**config.mk**
```make
export PLATFORM = sky130hd
export DESIGN_NAME = swd_scale
export DESIGN_NICKNAME = d
export VERILOG_FILES = /design/src/standing_wave_displacement_macros.svh /design/src/swd_pkg.sv /design/src/swd_scale.sv
export SDC_FILE = /design/constraint.sdc
export NUM_CORES = 2
export LEC_CHECK = 0
export BUFFER_PORTS_ARGS = -buffer_cell sky130_fd_sc_hd__buf_2
export CAP_MARGIN = 10
export CORE_MARGIN = 4
export CORE_UTILIZATION = 60
export CTS_BUF_LIST = sky130_fd_sc_hd__clkbuf_4 sky130_fd_sc_hd__clkbuf_8
export CTS_CLUSTER_DIAMETER = 40
export CTS_CLUSTER_SIZE = 28
export DETAILED_ROUTE_END_ITERATION = 7
export GPL_TIMING_DRIVEN = 0
export PLACE_DENSITY = 0.82
export SETUP_SLACK_MARGIN = 0.4
export SYNTH_ARGS = -nofsm -noshare
export SYNTH_HDL_FRONTEND = slang
export SYNTH_SLANG_ARGS = --single-unit
```
**constraint.sdc**
```tcl
create_clock -name clk -period 10.9 [get_ports clk]
set_input_delay 0.545 -clock clk [delete_from_list [all_inputs] [get_ports clk]]
set_output_delay 0.545 -clock clk [all_outputs]
set_load 0.05 [all_outputs]
```
**src/standing_wave_displacement_macros.svh**
```systemverilog
// assertion macros for the standing wave displacement block
// expects a clock named clk and an active high reset named rst in scope
`ifndef STANDING_WAVE_DISPLACEMENT_MACROS_SVH
`define STANDING_WAVE_DISPLACEMENT_MACROS_SVH

// same-cycle implication
`define SWD_ASSERT_NOW(lbl, ante, cons) \
  lbl: assert property (@(posedge clk) disable iff (rst) (ante) |-> (cons)) \
    else $error("standing wave displacement check failed");

// next-cycle implication
`define SWD_ASSERT_NEXT(lbl, ante, cons) \
  lbl: assert property (@(posedge clk) disable iff (rst) (ante) |=> (cons)) \
    else $error("standing wave displacement check failed");

`endif

```
**src/swd_pkg.sv**
```systemverilog
// shared types, constants and the cordic angle table
// used by every module of the standing wave displacement block
package swd_pkg;

  // one input word
  typedef struct packed {
    logic [15:0] position;
    logic [31:0] sample_time;
    logic [7:0]  harmonic;
  } swd_in_t;

  // one result word
  typedef struct packed {
    logic signed [15:0] displacement;
    logic               bad_mode;
  } swd_out_t;

  // control that travels with each word through the pipeline
  typedef struct packed {
    logic valid;
    logic bad;
  } swd_ctl_t;

  // register indexes on the config port
  localparam logic [1:0] REG_AMPLITUDE     = 2'd0;
  localparam logic [1:0] REG_SPATIAL_RATE  = 2'd1;
  localparam logic [1:0] REG_TEMPORAL_RATE = 2'd2;

  localparam logic signed [15:0] AMPLITUDE_RST     = 16'sd16384;
  localparam logic [31:0]        SPATIAL_RATE_RST  = 32'd32768;
  localparam logic [31:0]        TEMPORAL_RATE_RST = 32'd65536;

  // cordic datapath widths: x and y in q2.30 with headroom, angle in turns
  localparam int CW = 34;
  localparam int ZW = 33;
  localparam logic signed [CW-1:0] CORDIC_INV_GAIN = 34'sd652032874;

  // atan(2^-i) in q0.32 turns
  function automatic logic [31:0] atan_turn(input int i);
    logic [31:0] v;
    case (i)
      0:  v = 32'h20000000;
      1:  v = 32'h12E4051E;
      2:  v = 32'h09FB385B;
      3:  v = 32'h051111D4;
      4:  v = 32'h028B0D43;
      5:  v = 32'h0145D7E1;
      6:  v = 32'h00A2F61E;
      7:  v = 32'h00517C55;
      8:  v = 32'h0028BE53;
      9:  v = 32'h00145F2F;
      10: v = 32'h000A2F98;
      11: v = 32'h000517CC;
      12: v = 32'h00028BE6;
      13: v = 32'h000145F3;
      14: v = 32'h0000A2F9;
      15: v = 32'h0000517C;
      16: v = 32'h000028BE;
      17: v = 32'h0000145F;
      18: v = 32'h00000A2F;
      19: v = 32'h00000517;
      20: v = 32'h0000028B;
      21: v = 32'h00000145;
      22: v = 32'h000000A2;
      23: v = 32'h00000051;
      24: v = 32'h00000028;
      25: v = 32'h00000014;
      26: v = 32'h0000000A;
      27: v = 32'h00000005;
      28: v = 32'h00000002;
      29: v = 32'h00000001;
      default: v = 32'h00000000;
    endcase
    return v;
  endfunction

endpackage

```
**src/swd_scale.sv**
```systemverilog
// product of sine and cosine, amplitude scaling, rounding and saturation
// depends on swd_pkg
module swd_scale
  import swd_pkg::*;
(
  input  logic               clk,
  input  logic               rst,
  input  logic signed [31:0] sin_s,
  input  logic signed [31:0] cos_t,
  input  swd_ctl_t           ctl_in,
  input  logic signed [15:0] amplitude,
  output swd_out_t           result,
  output logic               done
);

  localparam logic signed [63:0] HALF64 = 64'sd536870912;
  localparam logic signed [49:0] HALF50 = 50'sd536870912;

  logic signed [63:0] sc_full, sc_rnd;
  logic signed [33:0] prod;
  logic signed [49:0] m_full, m_rnd;
  logic signed [19:0] yv;
  swd_ctl_t           ctl_p, ctl_y;
  logic signed [15:0] sat;

  assign sc_full = sin_s * cos_t;
  assign sc_rnd  = (sc_full + HALF64) >>> 30;
  assign m_full  = amplitude * prod;
  assign m_rnd   = (m_full + HALF50) >>> 30;

  // control bits
  always_ff @(posedge clk) begin
    if (rst) begin
      ctl_p <= '0;
      ctl_y <= '0;
      done  <= 1'b0;
    end else begin
      ctl_p <= ctl_in;
      ctl_y <= ctl_p;
      done  <= ctl_y.valid;
    end
  end

  // saturate to q1.15
  always_comb begin
    if (yv > 20'sd32767) begin
      sat = 16'sh7FFF;
    end else if (yv < -20'sd32768) begin
      sat = 16'sh8000;
    end else begin
      sat = yv[15:0];
    end
  end

  always_ff @(posedge clk) begin
    prod                <= sc_rnd[33:0];
    yv                  <= m_rnd[19:0];
    result.displacement <= ctl_y.bad ? 16'sd0 : sat;
    result.bad_mode     <= ctl_y.bad;
  end

endmodule

```
==> flow_summary.toml <==
[grt]
grt_antenna_before_repair = 19
globalRouteTotalUtil_pct = 38.74
grt_max_degree = 18
grt_first_pass_wirelength_mm = 270.5
grt_pass1_vias = 45340
grt_overflow_total = 0

[synth]
syn_area_um2 = 54510
ys_types = 52
syn_inst = 5759
ys_seq_area_share_pct = 2.791
synth_edf_count = 0
synthArstFlopShare_pct = 0
synth_ff_type = "dfxtp_1"
synthesis.nets = 7731
syn_avg_cell_area_um2 = 9.465
yosys_warnings = 0
ys_ff_latch = 76

[sta]
maxSlewViolCount = 2
relSlewSlack_pct = -2.874
final-hold-violation-count = 0
clock_skew_ns = 0.01222
min_period_ns = 10.09
layout_setup_ws_ns = 0.8125
whs_ns = 0.3704
setup_viol = 0
fmax_mhz = 99.13
grt_setup_unrepaired = "false"
finalCritPeriodShare_pct = 92.55
final.setup.tns_ns = 0
tightest_slew_ns = 1.543

[placed_design]
dp.final_hpwl_mm = 147.7
portBuffers = 93
globalplace.congestion = 1.048
pre_cts_slack_ns = 0.9372

[clock_tree]
clock_latency_ns = 0.38
cts-root-buf = "clkbuf_8"
path_clk_slew_ns = 0.08
cts_made_buffers = 9
post_cts.repair.setup_buffers = 0
clockBufferDepth = 2
numClockSinks = 76
cts_resized = 0
cts_hold_buf = 0
cts_tree = "done"
cts_max_level = 3

[die]
rows = 110
die_area_um2 = 95730
dieWidth_um = 309.4
die-height_um = 309.4
coreArea_um2 = 90010
initial_core_util_pct = 60.56
io_pins = 102

[finish]
layout_commonest_cell = "fa_1"
mostFrequentLayoutCells = "fa_1, inv_1, nand2_1"
fin_nets = 7836
drive_gt1_share_pct = 2.011
syn_to_final_growth_pct = 4.015

[setup_path]
cp.depth = 22
crit_slowest_cell = "a221oi_1"
required_ns = 11.16
critical_path.max_fanout = 10
cp_top_family = "adder cells"
critPathCaptureType = "flop"
path_cells = "buf_2, clkbuf_1, nand2_1, fa_1, fa_1, fa_1, fa_1, inv_1, fa_1, fa_1, fa_1, fa_1, ha_1, and2_1, o211a_1, a221oi_1, nand3_1, a21oi_1, o21ai_0, a31oi_1, o21ai_0, xor2_1"
worstPathBufferInverterCount = 3
arrival_ns = 10.35
crit_type = "in2reg"
cp-start-kind = "input pin"
rr_worst_depth = 20
cpPeakStageDelay_ns = 1.24
crit_top_cell = "fa_1"

[status]
status = "finished with violations"
violations = "DRC, slew limit"

[routing]
routed_wl_mm = 178.3
firstDrtPassIters = 8
wl_per_cell_um = 25.24
drc = 18
via_per_inst = 5.874
drt_iter0_drc = 4291
antenna_left = 0
via_count = 41480

[job]
cap_violations = 0

[hold_path]
worstHoldPathCells = 2
min_path_type = "in2reg"
==> routing by layer <==
metal	share of wire (%)	wire [um]	track usage, %	up-vias
met2	43	76890	58.23	3028
met3	15	26360	15.08	818
met4	7.9	14150	23.33	20
li1	-	-	-	16530
met1	34	60660	47.71	21080
met5	0.12	213	0.6432	-
==> kinds of logic (layout without fill, tap and decap cells) <==
kind of cell | Yosys count | after routing | synth area share (%)
buffers and inverters | 1752 | 1862 | 12.07
flip-flops | 76 | 76 | 2.791
other | 0 | 17 | 0
XOR/XNOR | 79 | 79 | 1.269
AO/OA/AOI/OAI | 253 | 253 | 3.170
AND/OR/NAND/NOR | 1711 | 1711 | 15.40
adder cells (fa/ha/maj) | 1888 | 1888 | 65.31
==> path summary, 6_finish.rpt <==
check / slack (ns) / from / end
min: 0.37 / ctl_in[0] / ctl_p[0]$_SDFF_PP0_
max: 0.81 / sin_s[25] / prod[28]$_DFF_P_
max reg2reg: 2.18 / prod[10]$_DFF_P_ / yv[13]$_DFF_P_
min reg2reg: 0.38 / ctl_y[0]$_SDFF_PP0_ / result[0]$_DFF_P_
==> registers in the layout, summed over array words and instances (netlist names) <==
signal,count
yv,20
ctl_y,2
done,1
prod,34
ctl_p,2
result,17
==> area by class of cell <==
type                            instances  area [um^2]
Multi-Input combinational cell       3931        46410
Fill cell                            7463        33320
Inverter                             1463         5492
Sequential cell                        76         1521
Tap cell                             1176         1471
Buffer                                289         1085
Timing Repair Buffer                   94        493.0
Clock buffer                           11        145.1
Antenna cell                           17        42.54
Clock inverter                          5        36.28
==> metrics by stage <==
stage / instance area (um^2) / instances / utilization, %
finish: 56700 / 7062 / 62.99
global route: 56660 / 7048 / 62.95
CTS: 56650 / 7045 / 62.94
detailed placement: 56470 / 7029 / 62.74
global placement: 56440 / 7028 / 62.71
floorplan: 54510 / 5759 / -
==> synth_stat cells, drive strengths merged, types with 11 or more instances <==
| cell type | number | share of area (%) |
|---|---|---|
| nor3 | 12 | 0.11 |
| inv | 1463 | 10 |
| dfxtp | 76 | 2.8 |
| xor2 | 23 | 0.37 |
| o21bai | 15 | 0.21 |
| o21ai | 34 | 0.31 |
| ha | 293 | 6.7 |
| clkbuf | 289 | 2.0 |
| a21oi | 69 | 0.63 |
| fa | 1595 | 59 |
| and2 | 685 | 7.9 |
| xnor2 | 56 | 0.90 |
| nor2 | 60 | 0.41 |
| o21a | 22 | 0.30 |
| nand2 | 854 | 5.9 |
| nand2b | 39 | 0.45 |
| nand4 | 16 | 0.18 |
| nand3 | 16 | 0.15 |
| a211oi | 11 | 0.16 |
| a21o | 53 | 0.73 |
Power is not shown: default switching activity piles up to over one toggle a cycle in this logic, so the estimate is an artifact.
