### config.mk
export PLATFORM = sky130hd
export DESIGN_NAME = swd_phase
export DESIGN_NICKNAME = d
export VERILOG_FILES = /design/src/standing_wave_displacement_macros.svh /design/src/swd_pkg.sv /design/src/swd_phase.sv
export SDC_FILE = /design/constraint.sdc
export NUM_CORES = 2
export LEC_CHECK = 0
export CORE_MARGIN = 1.5
export CORE_UTILIZATION = 65
export DETAILED_ROUTE_END_ITERATION = 8
export DONT_BUFFER_PORTS = 1
export PLACE_DENSITY = 0.81
export SLEW_MARGIN = 20
export SYNTH_ARGS = -nofsm -noshare
export SYNTH_HDL_FRONTEND = slang
export SYNTH_SLANG_ARGS = --single-unit
export TNS_END_PERCENT = 20
### constraint.sdc
create_clock -name clk -period 14.3 [get_ports clk]
set_input_delay 2.86 -clock clk [delete_from_list [all_inputs] [get_ports clk]]
set_output_delay 2.86 -clock clk [all_outputs]
set_load 0.05 [all_outputs]
### src/standing_wave_displacement_macros.svh
// assertion macros for the standing wave displacement block
// expects a clock named clk and an active high reset named rst in scope
`ifndef STANDING_WAVE_DISPLACEMENT_MACROS_SVH
`define STANDING_WAVE_DISPLACEMENT_MACROS_SVH

// same-cycle implication
`define SWD_ASSERT_NOW(lbl, ante, cons) \
  lbl: assert property (@(posedge clk) disable iff (rst) (ante) |-> (cons)) \
    else $error("standing wave displacement check failed");

// next-cycle implication
`define SWD_ASSERT_NEXT(lbl, ante, cons) \
  lbl: assert property (@(posedge clk) disable iff (rst) (ante) |=> (cons)) \
    else $error("standing wave displacement check failed");

`endif

### src/swd_pkg.sv
// shared types, constants and the cordic angle table
// used by every module of the standing wave displacement block
package swd_pkg;

  // one input word
  typedef struct packed {
    logic [15:0] position;
    logic [31:0] sample_time;
    logic [7:0]  harmonic;
  } swd_in_t;

  // one result word
  typedef struct packed {
    logic signed [15:0] displacement;
    logic               bad_mode;
  } swd_out_t;

  // control that travels with each word through the pipeline
  typedef struct packed {
    logic valid;
    logic bad;
  } swd_ctl_t;

  // register indexes on the config port
  localparam logic [1:0] REG_AMPLITUDE     = 2'd0;
  localparam logic [1:0] REG_SPATIAL_RATE  = 2'd1;
  localparam logic [1:0] REG_TEMPORAL_RATE = 2'd2;

  localparam logic signed [15:0] AMPLITUDE_RST     = 16'sd16384;
  localparam logic [31:0]        SPATIAL_RATE_RST  = 32'd32768;
  localparam logic [31:0]        TEMPORAL_RATE_RST = 32'd65536;

  // cordic datapath widths: x and y in q2.30 with headroom, angle in turns
  localparam int CW = 34;
  localparam int ZW = 33;
  localparam logic signed [CW-1:0] CORDIC_INV_GAIN = 34'sd652032874;

  // atan(2^-i) in q0.32 turns
  function automatic logic [31:0] atan_turn(input int i);
    logic [31:0] v;
    case (i)
      0:  v = 32'h20000000;
      1:  v = 32'h12E4051E;
      2:  v = 32'h09FB385B;
      3:  v = 32'h051111D4;
      4:  v = 32'h028B0D43;
      5:  v = 32'h0145D7E1;
      6:  v = 32'h00A2F61E;
      7:  v = 32'h00517C55;
      8:  v = 32'h0028BE53;
      9:  v = 32'h00145F2F;
      10: v = 32'h000A2F98;
      11: v = 32'h000517CC;
      12: v = 32'h00028BE6;
      13: v = 32'h000145F3;
      14: v = 32'h0000A2F9;
      15: v = 32'h0000517C;
      16: v = 32'h000028BE;
      17: v = 32'h0000145F;
      18: v = 32'h00000A2F;
      19: v = 32'h00000517;
      20: v = 32'h0000028B;
      21: v = 32'h00000145;
      22: v = 32'h000000A2;
      23: v = 32'h00000051;
      24: v = 32'h00000028;
      25: v = 32'h00000014;
      26: v = 32'h0000000A;
      27: v = 32'h00000005;
      28: v = 32'h00000002;
      29: v = 32'h00000001;
      default: v = 32'h00000000;
    endcase
    return v;
  endfunction

endpackage

### src/swd_phase.sv
// phase generation: harmonic times position and time, then times the rates
// depends on swd_pkg
module swd_phase
  import swd_pkg::*;
(
  input  logic        clk,
  input  logic        rst,
  input  swd_in_t     word,
  input  swd_ctl_t    ctl_in,
  input  logic [31:0] spatial_rate,
  input  logic [31:0] temporal_rate,
  output logic [31:0] phase_s,
  output logic [31:0] phase_t,
  output swd_ctl_t    ctl_out
);

  logic [23:0] nx;
  logic [31:0] nt;
  swd_ctl_t    ctl_a;
  logic [39:0] nt_full;
  logic [55:0] ps_full;
  logic [63:0] pt_full;

  assign nt_full = word.harmonic * word.sample_time;
  assign ps_full = nx * spatial_rate;
  assign pt_full = nt * temporal_rate;

  // control bits
  always_ff @(posedge clk) begin
    if (rst) begin
      ctl_a   <= '0;
      ctl_out <= '0;
    end else begin
      ctl_a.valid <= ctl_in.valid;
      ctl_a.bad   <= ctl_in.bad;
      ctl_out     <= ctl_a;
    end
  end

  // first stage: harmonic products, second stage: rate products mod 2^32
  always_ff @(posedge clk) begin
    nx      <= word.harmonic * word.position;
    nt      <= nt_full[31:0];
    phase_s <= ps_full[31:0];
    phase_t <= pt_full[31:0];
  end

endmodule

==> key figures <==
Cells and area
  – Most frequent cells in the layout: inv_1, fa_1, nand2_1
  – Area Growth Syn to Fin: 2.36%
  – Commonest non-fill, non-tap cell in the layout: inv_1
  – Number of diodes: 0
  – Nets: 6038
  – Number of fill cells: 4987
  – Share of cells above drive strength 1: 0.0135

Global route
  – Initial antenna violation count: 0
  – Vias in the first global route: 33400
  – GRT Overall Usage: 0.329
  – Grt ovf: 0
  – First-pass GRT wire length: 173000 microns
  – Largest net degree at the start of global routing: 49

Worst setup path
  – CP startpoint kind: input port
  – CP Capture Point: phase_t[29]$_DFF_P_
  – Family with the most delay on the worst path: adder cells
  – CP max stage delay: 650 ps
  – RR Endpoint: phase_t[29]$_DFF_P_
  – Crit-path slowest cell: o311ai_0
  – Max FO, Critical Path: 27
  – Buffers and inverters on the worst path: 4
  – Critical Path Most Common Cell: fa_1
  – Critical path type: input port to flop
  – FF-to-FF Start: nt[5]$_DFF_P_
  – Worst EP arrival: 9280 ps
  – Worst EP required: 14620 ps
  – R2r setup slk: 6540 ps
  – CP Launch Point: temporal_rate[5]
  – Reg2reg path depth: 23
  – Crit-path cells: and2_1, fa_1, fa_1, inv_1, fa_1, inv_1, fa_1, ha_1, ha_1, inv_1, fa_1, fa_1, inv_1, ha_1, nand3_1, o311ai_0, o2111ai_1, a21oi_1, o211ai_1, a21boi_0, mux2i_1, o2111ai_1
  – Setup crit end kind: flop
  – Worst path depth: 22

Placed design
  – PortBufs: 0
  – Final GP Congestion: 0.915
  – Final HPWL DP: 82200 microns

Floorplanning
  – Die H: 260 microns
  – Initial core utilization: 0.661
  – I/O pin cnt: 190
  – Die ar.: 67400 sq um
  – Floorplan core area: 64800 sq um
  – Die X: 260 microns
  – Cell Rows: 93

STA
  – Slew margin rel.: 0.247
  – Setup violations, final: 0
  – Slew Limit Fails: 0
  – Crit path time final: 8960 ps
  – Fin crit share: 0.627
  – Fmax: 112 MHz
  – Setup TNS: 0 ps
  – Setup Skew: 18.4 ps
  – RSZ-0062 raised after global routing: no
  – Slew at the pin with the worst max-slew slack: 1130 ps
  – Hold Violations, Final: 0

Logic synthesis
  – Compound-Gate Fraction of Synth Area: 0.0382
  – Synthesized area: 42800 sq um
  – Simple-gate share of the synthesized area: 0.177
  – Largest family of logic cells by synthesized area: adder cells
  – Synth Area in Adders: 0.572
  – Post-synthesis mux area share: 0.000234
  – Sequential fraction of the synthesis area: 0.0580
  – Synth area leaders: fa_1, inv_1, and2_1, ha_1, nand2_1
  – Async set-reset flop share out of synthesis: 0
  – Synthesized flop and latch total: 124
  – Post-Synthesis Cells: 4754
  – Post-Synth XOR/XNOR Area: 0.0425
  – Syn_area_per_cell: 9.01 sq um
  – Number of flops mapped to enable cells by yosys: 0
  – Synthesized Nets: 6213
  – Cell taking the most area after synthesis: fa_1
  – Top cell type's share of synthesized area: 0.485
  – Top FF cell, synth: dfxtp_1
  – Warnings, synthesis: 0
  – Post-synth cell types: 61

Job
  – Max-cap violations: 0

Routing
  – Drc violations: 0
  – Via count: 30500
  – DR WL/cell: 19.1 microns
  – Drt pass-1 iters: 5
  – Post-Route WL: 104000 microns
  – Vias per std cell: 5.60
  – Post-route ant nets: 0
  – Initial DRC count: 2149

Clock tree
  – Clock sinks: 124
  – Worst-path clk slew: 60 ps
  – Max H-tree Level: 4
  – Clock Tree Buf Depth: 2
  – Setup bufs post-CTS: 0
  – # resized after CTS: 0
  – Hold_buf cts: 0
  – Worst-Skew Late Latency: 470 ps
  – CTS tree: yes
  – CTS Buf Count: 17
  – Root Buffer: clkbuf_16

Min path
  – HP Class: flop to flop
  – Min-delay src: ctl_a[1]$_SDFF_PP0_
  – Hold path cells: 1

Outcome
  – Status: finished clean
[cells in the mapped netlist (all sizes together) (6+ instances only)]
| cell | count |
|---|---|
| o21ai | 38 |
| dfxtp | 124 |
| o21a | 21 |
| xor2 | 51 |
| nand2b | 11 |
| clkbuf | 210 |
| nand3 | 19 |
| ha | 298 |
| inv | 1065 |
| a21oi | 78 |
| nand2 | 797 |
| and3 | 7 |
| xnor2 | 157 |
| a21o | 39 |
| o21bai | 11 |
| fa | 1037 |
| nand4 | 6 |
| and2 | 622 |
| a211oi | 15 |
| nor2b | 12 |
| nor3 | 19 |
| a31oi | 8 |
| nor2 | 50 |
[metrics by stage]
stage	instance area, sq um	setup slack [ps]	instances	utilization	hold slack, ps
4_1_cts	43800	5400	5447	0.676	446
5_1_grt	43800	4960	5447	0.676	454
3_3_place_gp	43200	5020	5415	0.667	418
2_1_floorplan	42800	5190	4754	-	414
6_report	43800	5340	5447	0.676	438
3_5_place_dp	43200	4920	5415	0.667	432
[layer usage]
metal,vias up,GRT usage,wire (microns)
li1,13400,-,-
met1,15500,0.451,41600
met2,1460,0.522,48300
met3,186,0.0863,11500
met4,0,0.0904,2650
met5,-,0,0
[flip-flops by register name, indices dropped and copies added (netlist names)]
| name | flops |
|---|---|
| ctl_a | 2 |
| phase_t | 32 |
| nt | 32 |
| ctl_out | 2 |
| nx | 24 |
| phase_s | 32 |
[logic make-up (layout without fill, tap and decap cells)]
group / Yosys count / after routing
XOR/XNOR: 208 / 208
AND/OR/NAND/NOR: 1557 / 1557
flip-flops: 124 / 124
AO/OA/AOI/OAI: 251 / 251
multiplexers: 1 / 1
buffers and inverters: 1278 / 1116
adder cells (fa/ha/maj): 1335 / 1335
[layout make-up]
type | instances | area [sq um] | area share
clock inverters | 14 | 159 | 0.00362
multi-input cells | 3352 | 35600 | 0.811
repair buffers | 19 | 143 | 0.00325
inverters | 1065 | 4000 | 0.0912
well taps | 855 | 1070 | 0.0244
flip-flops and latches | 124 | 2480 | 0.0566
clock buffers | 18 | 439 | 0.0100
[how the worst min path moves through the flow]
stage	endpoint
6_report	ctl_out[1]$_SDFF_PP0_
3_3_place_gp	ctl_out[1]$_SDFF_PP0_
3_5_place_dp	ctl_out[0]$_SDFF_PP0_
4_1_cts	ctl_out[1]$_SDFF_PP0_
2_1_floorplan	ctl_out[0]$_SDFF_PP0_
5_1_grt	ctl_out[1]$_SDFF_PP0_
Power is left out: the tool's default activity adds up to more than one toggle a clock period on the data nets, which glitch-free logic cannot reach.
